`config.mk`:
```
export PLATFORM = sky130hd
export DESIGN_NAME = lwf_scan
export DESIGN_NICKNAME = d
export VERILOG_FILES = /design/src/rtl/core/lwf_pkg.sv /design/src/rtl/core/lwf_scan.sv
export SDC_FILE = /design/constraint.sdc
export NUM_CORES = 1
export LEC_CHECK = 0
export ABC_AREA = 1
export BUFFER_PORTS_ARGS = -buffer_cell sky130_fd_sc_hd__clkbuf_2
export CAP_MARGIN = 30
export CORE_MARGIN = 2
export CORE_UTILIZATION = 46
export DETAILED_ROUTE_END_ITERATION = 10
export PLACE_DENSITY = 0.78
export SYNTH_ARGS = -nofsm -noshare
export SYNTH_HDL_FRONTEND = slang
export SYNTH_SLANG_ARGS = --single-unit
```
`constraint.sdc`:
```
create_clock -name clk -period 3.1 [get_ports clk]
set_input_delay 0.155 -clock clk [delete_from_list [all_inputs] [get_ports clk]]
set_output_delay 0.155 -clock clk [all_outputs]
set_load 0.03 [all_outputs]
```
`src/rtl/core/lwf_pkg.sv`:
```
package lwf_pkg;

  localparam int SCAN_MAX_DEF = 1024;

  localparam int RANGE_W = 16;
  localparam int RATE_W  = 16;
  localparam int SPEED_W = 16;
  localparam int LEN_W   = 11;

  localparam int APB_AW = 5;
  localparam int APB_DW = 32;

  typedef enum logic [2:0] {
    REG_WALL_DISTANCE = 3'd0,
    REG_CRUISE_SPEED  = 3'd1,
    REG_P_GAIN        = 3'd2,
    REG_D_GAIN        = 3'd3,
    REG_FOLLOW_SIDE   = 3'd4,
    REG_ANGLE_STEP    = 3'd5,
    REG_SCAN_LENGTH   = 3'd6
  } reg_t;

  typedef struct packed {
    logic [RANGE_W-1:0] wall_distance;
    logic [SPEED_W-1:0] cruise_speed;
    logic [15:0]        p_gain;
    logic [15:0]        d_gain;
    logic               follow_side;
    logic [15:0]        angle_step;
    logic [LEN_W-1:0]   scan_length;
  } cfg_t;

  typedef struct packed {
    logic [RANGE_W-1:0] nearest_range;
    logic [RANGE_W-1:0] center_range;
  } scan_sum_t;

endpackage

```
`src/rtl/core/lwf_scan.sv`:
```
module lwf_scan #(
  parameter int SCAN_MAX = lwf_pkg::SCAN_MAX_DEF
) (
  input  logic                          clk,
  input  logic                          rst,
  input  lwf_pkg::cfg_t                 cfg,
  input  logic                          range_valid,
  output logic                          range_ready,
  input  logic [lwf_pkg::RANGE_W-1:0]   range_sample,
  input  logic                          busy,
  output logic                          scan_done,
  output lwf_pkg::scan_sum_t            sum,
  output logic signed [$clog2(SCAN_MAX):0] angle_index
);
  import lwf_pkg::*;

  localparam int IDXW = $clog2(SCAN_MAX);
  localparam int LW   = ($clog2(SCAN_MAX + 1) > LEN_W) ? $clog2(SCAN_MAX + 1) : LEN_W;

  logic [IDXW-1:0]    sample_index;
  logic [IDXW-1:0]    nearest_index;
  logic [RANGE_W-1:0] nearest_range;
  logic [RANGE_W-1:0] center_range;

  logic [LW-1:0] len_raw;
  logic [LW-1:0] len;
  logic [LW-1:0] half;
  logic [LW-1:0] wstart;
  logic [LW-1:0] wend;
  logic [LW-1:0] idx;
  logic [LW-1:0] idx_inc;
  logic          last;
  logic          accept;
  logic          take_first;
  logic          take_less;

  always_comb begin
    len_raw = LW'(cfg.scan_length);
    if (len_raw < LW'(4)) begin
      len = LW'(4);
    end else if (len_raw > LW'(SCAN_MAX)) begin
      len = LW'(SCAN_MAX);
    end else begin
      len = len_raw;
    end
    half       = len >> 1;
    wstart     = cfg.follow_side ? half : '0;
    wend       = cfg.follow_side ? len : half;
    idx        = LW'(sample_index);
    idx_inc    = idx + LW'(1);
    last       = idx_inc >= len;
    take_first = idx == wstart;
    take_less  = (idx > wstart) && (idx < wend) && (range_sample < nearest_range)
                 && (range_sample != '0);
  end

  // hold the last sample of a scan while the previous result is in flight
  assign range_ready = !(last && busy);
  assign accept      = range_valid && range_ready;

  always_ff @(posedge clk) begin
    if (rst) begin
      sample_index  <= '0;
      nearest_index <= '0;
      nearest_range <= '0;
      center_range  <= '0;
      scan_done     <= 1'b0;
    end else begin
      scan_done <= accept && last;
      if (accept) begin
        if (take_first || take_less) begin
          nearest_range <= range_sample;
          nearest_index <= sample_index;
        end
        if (idx == half) begin
          center_range <= range_sample;
        end
        sample_index <= last ? '0 : idx_inc[IDXW-1:0];
      end
    end
  end

  assign sum.nearest_range = nearest_range;
  assign sum.center_range  = center_range;
  assign angle_index = $signed({1'b0, nearest_index}) - $signed({1'b0, half[IDXW-1:0]});

`ifndef ASSERT_OFF
  a_done_wraps: assert property (@(posedge clk) disable iff (rst)
    scan_done |-> sample_index == '0)
    else $error("scan end did not restart the sample count");

  a_done_isolated: assert property (@(posedge clk) disable iff (rst)
    scan_done |=> !scan_done)
    else $error("scan ended on two successive samples");
`endif

endmodule

```
==> impl_results.md <==
- WHS Path Cells: 2
- H-tree depth: 2
- Hold_buf cts: 0
- Most frequent cell after synthesis: nand2_1
- CP Class: flop to flop
- CTS root buf: clkbuf_8
- Final setup TNS: 0 ns
- DRC Markers: 0
- Cell taking the most area after synthesis: dfxtp_1
- Post-synth top flop: dfxtp_1
- Hold Startpoint: rst
- Sequential area share after synthesis: 0.243
- Fmax: roughly 0.32 GHz
- GRT overflow: 0
- Power Density: between 300 and 400 nW/um^2
- Syn Nets: ~850
- CP startpoint: sample_index[1]
- Fin util: 0.586
- Initial antenna violation count: 0
- Initial Utilization: 0.474
- Post-synth ARST share: 0
- Die Y: 101 um
- Die Wd: between 100 and 150 um
- RSZ-0062 raised after global routing: true
- Wire per inst: approximately 13 um
- Syn Inst Count: slightly below 700
- Critical path data arrival time: ~3.3 ns
- Period Utilization, post-route: 0.993
- Distinct cells, synth: 35
- Synth warn: 0
- Status: finished, final reports clean
- Reg-to-reg slack, setup: ~0.021 ns
- DRT iter0 DRCs: about 180
- Synth top area share: 0.243
- GR met1 Demand/Resource: 0.290
- Worst reg-to-reg path cell count: 20
- Setup crit end kind: flop
- Req. time, crit path: 3.33 ns
- Max-cap viol count: 0
- Ports: 157
- R2R Path End: sample_index[4]
- Syn_area_per_cell: between 6 and 7 sq um
- Minimum clock period: between 3 and 4 ns
- Number of instances in the placed design: around 870
- Inserted Diodes: 0
- Peak VDD IR: between 0.2 and 0.25 mV
- Launch point of the worst reg-to-reg path: sample_index[1]
- Clock sink count: between 50 and 60
- Crit start category: flop
- Gp weighted congestion: ~0.88
- Max clock buf depth: 2
- CTS Buf Count: 5
- Setup violations, final: 0
- Area of the core: ~9000 sq um
- LEAKAGE: roughly 2.8 nW
- Fin cells: 893
- Largest net degree at the start of global routing: 33
- Post-Route WL: ~12 mm
- Worst hold path type: input pin to flop
- Post-synth top cells: nand2_1, inv_1, nor2_1
- Final Power: between 1.5 and 2 mW
- Main area contributors after synthesis: dfxtp_1, ha_1, nand2_1, inv_1, nand3_1
- Max-slew violations: 0
- Total Nets Final: between 900 and 1000
- Synth Register Bits: 53
- Final Skew: roughly 0.0057 ns
- DP Wirelength: 8.93 mm
- Final Hold Viols: 0
- Synth Cell Area: 4360 sq um
- Vias/cell: slightly above 5
- Post-synth EDFFs: 0
- GR Layer Usage met2: 0.384
- Top Usage Layer GRT: met2
- Vias in the first global route: approximately 4300
- Final ANT Viol Nets: 0
- Port-buffer cells: 76
- Clock Latency Late Sink: around 0.32 ns
- CTS tree: done
- Via count: around 4500
- Worst Hold Path EP: sample_index[2]
- Max_slew headroom: 0.633
- Critical path fanouts, max: 10
- Share of layout cells above drive strength 1: 0.205
- Met3 usage: 0.0235
- Pre-antenna DRT Iters: 5
- Worst Tran Pin Value: around 0.55 ns
- Die footprint: approximately 10000 sq um
- Row cnt: 35
- Clock slew at reported path FFs: around 0.10 ns
- Area delta synth->final: 23.7%
- First-pass GRT wire length: 18.8 mm
- Overall routing resource usage: 0.223
[worst max-delay path: stages, from the launching register on]
cell and delay, ns:
dfxtp_4 0.40, ha_4 0.16, nand3_4 0.09, nor3_4 0.22, nand3_2 0.12, xor2_1 0.15, inv_1 0.10, ha_4 0.28
nand2_2 0.06, nor2_4 0.13, nand2_2 0.06, a21oi_2 0.12, nand3_2 0.11, nor2_1 0.11, nor2_1 0.06, nand2_2 0.13
a21oi_4 0.08, buf_12 0.15, inv_2 0.17, nand2_1 0.09, a21oi_1 0.19
[through the flow]
step	worst slack [ns]	hold slack (ns)	area, sq um
floorplan	0.258	0.387	4360
CTS	0.0138	0.168	5150
global route	-0.141	0.163	5390
global placement	-0.0307	0.461	5000
finish	0.0213	0.161	5390
detailed placement	-0.0666	0.471	5030
[kinds of logic (layout without fill, tap and decap cells)]
group / after synthesis / in the layout / synth area share
simple gates: 320 / 320 / 0.310
xor+xnor: 18 / 18 / 0.0362
buf+inv: 147 / 244 / 0.131
fa+ha+maj: 52 / 52 / 0.151
compound gates: 95 / 95 / 0.128
flops: 53 / 53 / 0.243
[routing by layer]
metal | vias to the layer above | part of all wire | routed length [um]
met4 | 0 | 0.023 | 271
met2 | 96 | 0.48 | 5500
met5 | - | 0 | 0
li1 | 2367 | - | -
met3 | 31 | 0.041 | 471
met1 | 2044 | 0.46 | 5290
[cells in the final DEF, fill, tap and decap left out, types with 5 or more instances in the layout]
cell        n
nand2_1   149
buf_12      5
inv_2       5
nand3_1    60
xor2_1     16
dfxtp_1    48
nand2_2     7
o21ai_0    13
inv_1     117
buf_4      28
clkbuf_2   75
nor3_1      5
nor2_1     74
ha_1       49
a21oi_1    56
o21a_1      9
nand4_1     5
clkbuf_8    5
[how the worst max path moves through the flow]
stage	endpoint	slack, ns	depth (start not counted)
after floorplan	sample_index[3]	0.26	20
after global routing	sample_index[4]	-0.14	22
after CTS	range_ready	0.01	20
final	sample_index[4]	0.02	20
after global placement	sample_index[0]	-0.03	18
after detailed placement	sample_index[0]	-0.07	18
[power breakdown]
group	switching [mW]	internal, mW	leakage, nW
registers	0.0309	0.720	0.434
clock network	0.253	0.162	0.0456
logic	0.514	0.284	2.31
total	0.798	1.17	2.79
[registers in the layout, summed over array words and instances (netlist names)]
register and flops:
nearest_range 16, scan_done 1, nearest_index 10, center_range 16, sample_index 10
[area by class of cell]
type	instances	area, sq um
clock buffers	6	72.6
clock inverters	2	13.8
fillers	859	3800
inverters	123	462
multi-input cells	485	2860
flip-flops and latches	53	1070
well taps	111	139
repair buffers	113	774
[what timing repair did]
item,4_1_cts,5_1_grt
gates resized for setup,8,34
pin swaps,1,18
endpoints found under the setup margin,41,53
setup buffers,2,11
gates cloned,0,0
Power figures use the tool's default switching activity.
