--- src/rtl/core/lwf_pkg.sv ---
package lwf_pkg;

  localparam int SCAN_MAX_DEF = 1024;

  localparam int RANGE_W = 16;
  localparam int RATE_W  = 16;
  localparam int SPEED_W = 16;
  localparam int LEN_W   = 11;

  localparam int APB_AW = 5;
  localparam int APB_DW = 32;

  typedef enum logic [2:0] {
    REG_WALL_DISTANCE = 3'd0,
    REG_CRUISE_SPEED  = 3'd1,
    REG_P_GAIN        = 3'd2,
    REG_D_GAIN        = 3'd3,
    REG_FOLLOW_SIDE   = 3'd4,
    REG_ANGLE_STEP    = 3'd5,
    REG_SCAN_LENGTH   = 3'd6
  } reg_t;

  typedef struct packed {
    logic [RANGE_W-1:0] wall_distance;
    logic [SPEED_W-1:0] cruise_speed;
    logic [15:0]        p_gain;
    logic [15:0]        d_gain;
    logic               follow_side;
    logic [15:0]        angle_step;
    logic [LEN_W-1:0]   scan_length;
  } cfg_t;

  typedef struct packed {
    logic [RANGE_W-1:0] nearest_range;
    logic [RANGE_W-1:0] center_range;
  } scan_sum_t;

endpackage

--- src/rtl/core/lwf_regs.sv ---
module lwf_regs (
  input  logic                       clk,
  input  logic                       rst,
  input  logic                       psel,
  input  logic                       penable,
  input  logic                       pwrite,
  input  logic [lwf_pkg::APB_AW-1:0] paddr,
  input  logic [lwf_pkg::APB_DW-1:0] pwdata,
  output logic [lwf_pkg::APB_DW-1:0] prdata,
  output logic                       pready,
  output lwf_pkg::cfg_t              cfg
);
  import lwf_pkg::*;

  logic [2:0] reg_index;
  logic       wr_en;

  assign pready    = 1'b1;
  assign reg_index = paddr[4:2];
  assign wr_en     = psel && penable && pwrite && pready;

  always_ff @(posedge clk) begin
    if (rst) begin
      cfg.wall_distance <= 16'd600;
      cfg.cruise_speed  <= 16'd700;
      cfg.p_gain        <= 16'd1280;
      cfg.d_gain        <= 16'd1280;
      cfg.follow_side   <= 1'b0;
      cfg.angle_step    <= 16'd6283;
      cfg.scan_length   <= 11'd1024;
    end else if (wr_en) begin
      case (reg_index)
        REG_WALL_DISTANCE: cfg.wall_distance <= pwdata[RANGE_W-1:0];
        REG_CRUISE_SPEED:  cfg.cruise_speed  <= pwdata[SPEED_W-1:0];
        REG_P_GAIN:        cfg.p_gain        <= pwdata[15:0];
        REG_D_GAIN:        cfg.d_gain        <= pwdata[15:0];
        REG_FOLLOW_SIDE:   cfg.follow_side   <= pwdata[0];
        REG_ANGLE_STEP:    cfg.angle_step    <= pwdata[15:0];
        REG_SCAN_LENGTH:   cfg.scan_length   <= pwdata[LEN_W-1:0];
        default: ;
      endcase
    end
  end

  always_comb begin
    case (reg_index)
      REG_WALL_DISTANCE: prdata = APB_DW'(cfg.wall_distance);
      REG_CRUISE_SPEED:  prdata = APB_DW'(cfg.cruise_speed);
      REG_P_GAIN:        prdata = APB_DW'(cfg.p_gain);
      REG_D_GAIN:        prdata = APB_DW'(cfg.d_gain);
      REG_FOLLOW_SIDE:   prdata = APB_DW'(cfg.follow_side);
      REG_ANGLE_STEP:    prdata = APB_DW'(cfg.angle_step);
      REG_SCAN_LENGTH:   prdata = APB_DW'(cfg.scan_length);
      default:           prdata = '0;
    endcase
  end

endmodule

--- config.mk ---
export PLATFORM = sky130hd
export DESIGN_NAME = lwf_regs
export DESIGN_NICKNAME = d
export VERILOG_FILES = /design/src/rtl/core/lwf_pkg.sv /design/src/rtl/core/lwf_regs.sv
export SDC_FILE = /design/constraint.sdc
export NUM_CORES = 1
export LEC_CHECK = 0
export BUFFER_PORTS_ARGS = -buffer_cell sky130_fd_sc_hd__buf_2
export CAP_MARGIN = 20
export CORE_ASPECT_RATIO = 0.8
export CORE_MARGIN = 2
export CORE_UTILIZATION = 40
export DETAILED_ROUTE_END_ITERATION = 7
export PLACE_DENSITY = 0.7
export SKIP_LAST_GASP = 1
export SYNTH_ARGS = -nofsm -noshare
export SYNTH_HDL_FRONTEND = slang
export SYNTH_SLANG_ARGS = --single-unit
--- constraint.sdc ---
create_clock -name clk -period 1.2 [get_ports clk]
set_clock_uncertainty 0.15 [all_clocks]
set_input_delay 0.06 -clock clk [delete_from_list [all_inputs] [get_ports clk]]
set_output_delay 0.06 -clock clk [all_outputs]
set_load 0.01 [all_outputs]
==> flow_metrics.tcl <==
set metrics [dict create \
    run_status "finished, violations left" \
    violations "setup timing" \
    final_layout_size_suffix_gt1_frac 0.4247 \
    largest-register "cfg" \
    cts-htree-levels 3 \
    synth_cells 516 \
    critical_path_fanouts_max 2 \
    clk-insertion-delay-late_ns 0.34 \
    leakage_nw 3.035 \
    route.detailed.vias_per_inst 5.486 \
    report.final.hold_viol_count 0 \
    grt_overflow 0 \
    synth_area_per_cell_um2 8.783 \
    row_count 34 \
    total_power_mw 6.485 \
    nets 775 \
    flop_pwr_share 0.477 \
    max_capacitance_violation_count 0 \
    route.final.wire_length_um 15970 \
    ant_nets 0 \
    setup.worst_path.end_class "output pin" \
    numCtsBuffers 9 \
    post-route-drc-count 0 \
    fp.dieH_um 99.21 \
    swShare 0.2532 \
    globalRouteTotalUtil 0.2625 \
    cp_data_required_time_ns 0.99 \
    path_class "reg2out" \
    biggestRegsByFlops "cfg (92)" \
    pre_cts_ws_ns -0.4266 \
    r2r_setup_slack_ns 0.22 \
    yosysUniqueCellTypes 42 \
    ys.flop_type "sky130_fd_sc_hd__dfxtp_1" \
    period_share 1.438 \
    gpl.final_weighted_congestion 0.8501 \
    arrival_time_of_the_worst_setup_path_ns 1.52 \
    timing.final.setup_violations 16 \
    synth-seq-cells 92 \
    fill_cells 962 \
    post_synthesis_async_set_or_reset_flop_share 0 \
    layout_common_cells "sky130_fd_sc_hd__buf_2 (128), sky130_fd_sc_hd__buf_4 (102), sky130_fd_sc_hd__dfxtp_1 (58)" \
    count_of_routing_violations_after_the_opening_detailed_route_iteration 426 \
    synth_edf_count 0 \
    portBuffers 131 \
    placed_wire_length_estimate_um 11510 \
    number_of_antenna_repair_diodes 0 \
    core_region_area_um2 10980 \
    grt_pass1_vias 4737 \
    mean_routed_wirelength_per_cell_um 18.12 \
    min_path_cells 3 \
    power.internal_mw 4.843 \
    min_path_type "in2reg" \
    worst_ir_drop_vdd_mv 0.6533 \
    global_route_wire_length_before_repair_um 24800 \
    grt_setup_unrepaired "yes" \
    num_vias 4833 \
    grt.met3_usage 0.06422 \
    antenna_found_initial 0 \
    met1_usage 0.3627 \
    number_of_warning_messages_in_the_yosys_log 0 \
    final_common_cell "sky130_fd_sc_hd__buf_2" \
    effective_utilization_at_floorplan 0.4129 \
    area_growth_pct 44.48 \
    cts_tree "done" \
    gr-max-usage-layer "met2" \
    synth.cell_area_um2 4532 \
    power_switching_mw 1.642 \
    power.density_cell_area_nw_per_um2 990.4 \
    cts.sink_count 92 \
    pwr-share-comb 0.134 \
    dr.pass1.iters 5 \
    crit_path_time_final_ns 1.726 \
    cts.root.buffer_cell "sky130_fd_sc_hd__clkbuf_16" \
    fin_tns_setup_ns -4.599 \
    grt.met2_usage 0.4076 \
    clk_pin_slew_ns 0.06 \
    grt_max_degree 51 \
    final_max_slew_viol_count 0 \
    startpoint_type "flop" \
    dieArea_um2 12200 \
    clockBufferDepth 2 \
    worstRegToRegCells 3 \
    floorplan.die.width_um 123.0 \
    finalWorstSetupSlack_ns -0.5259 \
    io_pins 167 \
    achievable_freq_mhz 579.4 \
    flip_flop_count_of_the_largest_register_after_layout 92 \
    synth_seq_area_share 0.4064 \
    share_clk_of_total_power 0.389 \
]
-- per-layer routing --
metal | part of all wire | vias up
li1 | - | 2245
met3 | 0.082 | 31
met1 | 0.45 | 2321
met4 | 0.020 | 0
met2 | 0.45 | 236
met5 | 0 | -
-- worst max-delay path, cell delays in order, from the launching register on --
cell	delay [ns]
sky130_fd_sc_hd__dfxtp_2	0.32
sky130_fd_sc_hd__mux4_2	0.45
sky130_fd_sc_hd__mux2_4	0.29
sky130_fd_sc_hd__buf_6	0.12
-- metrics by stage --
stage	cell area, um2	hold WS, ns	util	std cells
finish	6548	0.07849	0.5966	881
global route	6548	0.07720	0.5966	881
floorplan	4607	0.02787	-	531
detailed placement	5843	0.1951	0.5324	832
CTS	6486	0.06058	0.5910	880
global placement	5843	0.1908	0.5324	832
-- kinds of logic after synthesis --
kind of cell,synth area share
flip-flops,0.4064
multiplexers,0.1466
AND/OR/NAND/NOR,0.1690
buffers and inverters,0.08835
other,0.001657
AO/OA/AOI/OAI,0.1880
-- synthesized netlist by cell type (2+ instances only) --
cell type,number,area [um2]
sky130_fd_sc_hd__nand2b_1,39,244.0
sky130_fd_sc_hd__a21boi_1,2,15.01
sky130_fd_sc_hd__o21ai_0,48,240.2
sky130_fd_sc_hd__nor2_1,33,123.9
sky130_fd_sc_hd__o32ai_1,8,70.07
sky130_fd_sc_hd__dfxtp_1,92,1842
sky130_fd_sc_hd__a21oi_1,48,240.2
sky130_fd_sc_hd__buf_4,21,157.7
sky130_fd_sc_hd__a2bb2oi_1,2,17.52
sky130_fd_sc_hd__a31oi_1,2,12.51
sky130_fd_sc_hd__o31ai_1,4,30.03
sky130_fd_sc_hd__or3_1,4,25.02
sky130_fd_sc_hd__mux2i_1,63,630.6
sky130_fd_sc_hd__nand2_1,3,11.26
sky130_fd_sc_hd__clkbuf_1,24,90.09
sky130_fd_sc_hd__conb_1,2,7.510
sky130_fd_sc_hd__nor2b_1,4,25.02
sky130_fd_sc_hd__buf_2,17,85.08
sky130_fd_sc_hd__nand3_1,50,250.2
sky130_fd_sc_hd__a221o_1,8,80.08
sky130_fd_sc_hd__o221ai_1,4,35.03
sky130_fd_sc_hd__inv_1,8,30.03
sky130_fd_sc_hd__buf_6,3,33.78
sky130_fd_sc_hd__a22o_1,8,70.07
sky130_fd_sc_hd__a211o_1,2,17.52
-- final timing paths --
path	startpoint	endpoint
worst min-delay path	rst	cfg[1]
worst max register to register	cfg[62]	cfg[62]
worst min register to register	cfg[41]	cfg[41]
worst max-delay path	cfg[0]	prdata[0]
-- cell type report --
class	count	area (um2)	share of cell area
clock buffers	13	240.2	0.03669
well taps	144	180.2	0.02752
flip-flops and latches	92	1884	0.2878
clock inverters	2	12.51	0.001911
inverters	8	30.03	0.004586
repair buffers	257	1750	0.2673
multi-input cells	365	2450	0.3742
-- timing repair --
| action | CTS | global route |
|---|---|---|
| gates resized for setup | 41 | 17 |
| buffers inserted | 16 | 1 |
| setup endpoints to repair | 16 | 18 |
| pin swaps | 11 | 3 |
| endpoints found under the hold margin | 88 | 0 |
| hold buffers | 17 | 0 |
-- power by group through the flow --
stage | sequential [mW] | combinational [mW] | clock, mW
after floorplan | 3.17 | 0.446 | 0
after global placement | 3.16 | 0.749 | 0
after detailed placement | 3.16 | 0.761 | 0
after CTS | 3.09 | 0.836 | 2.56
after global routing | 3.09 | 0.927 | 2.69
final | 3.09 | 0.866 | 2.53
Power figures use the tool's default switching activity.
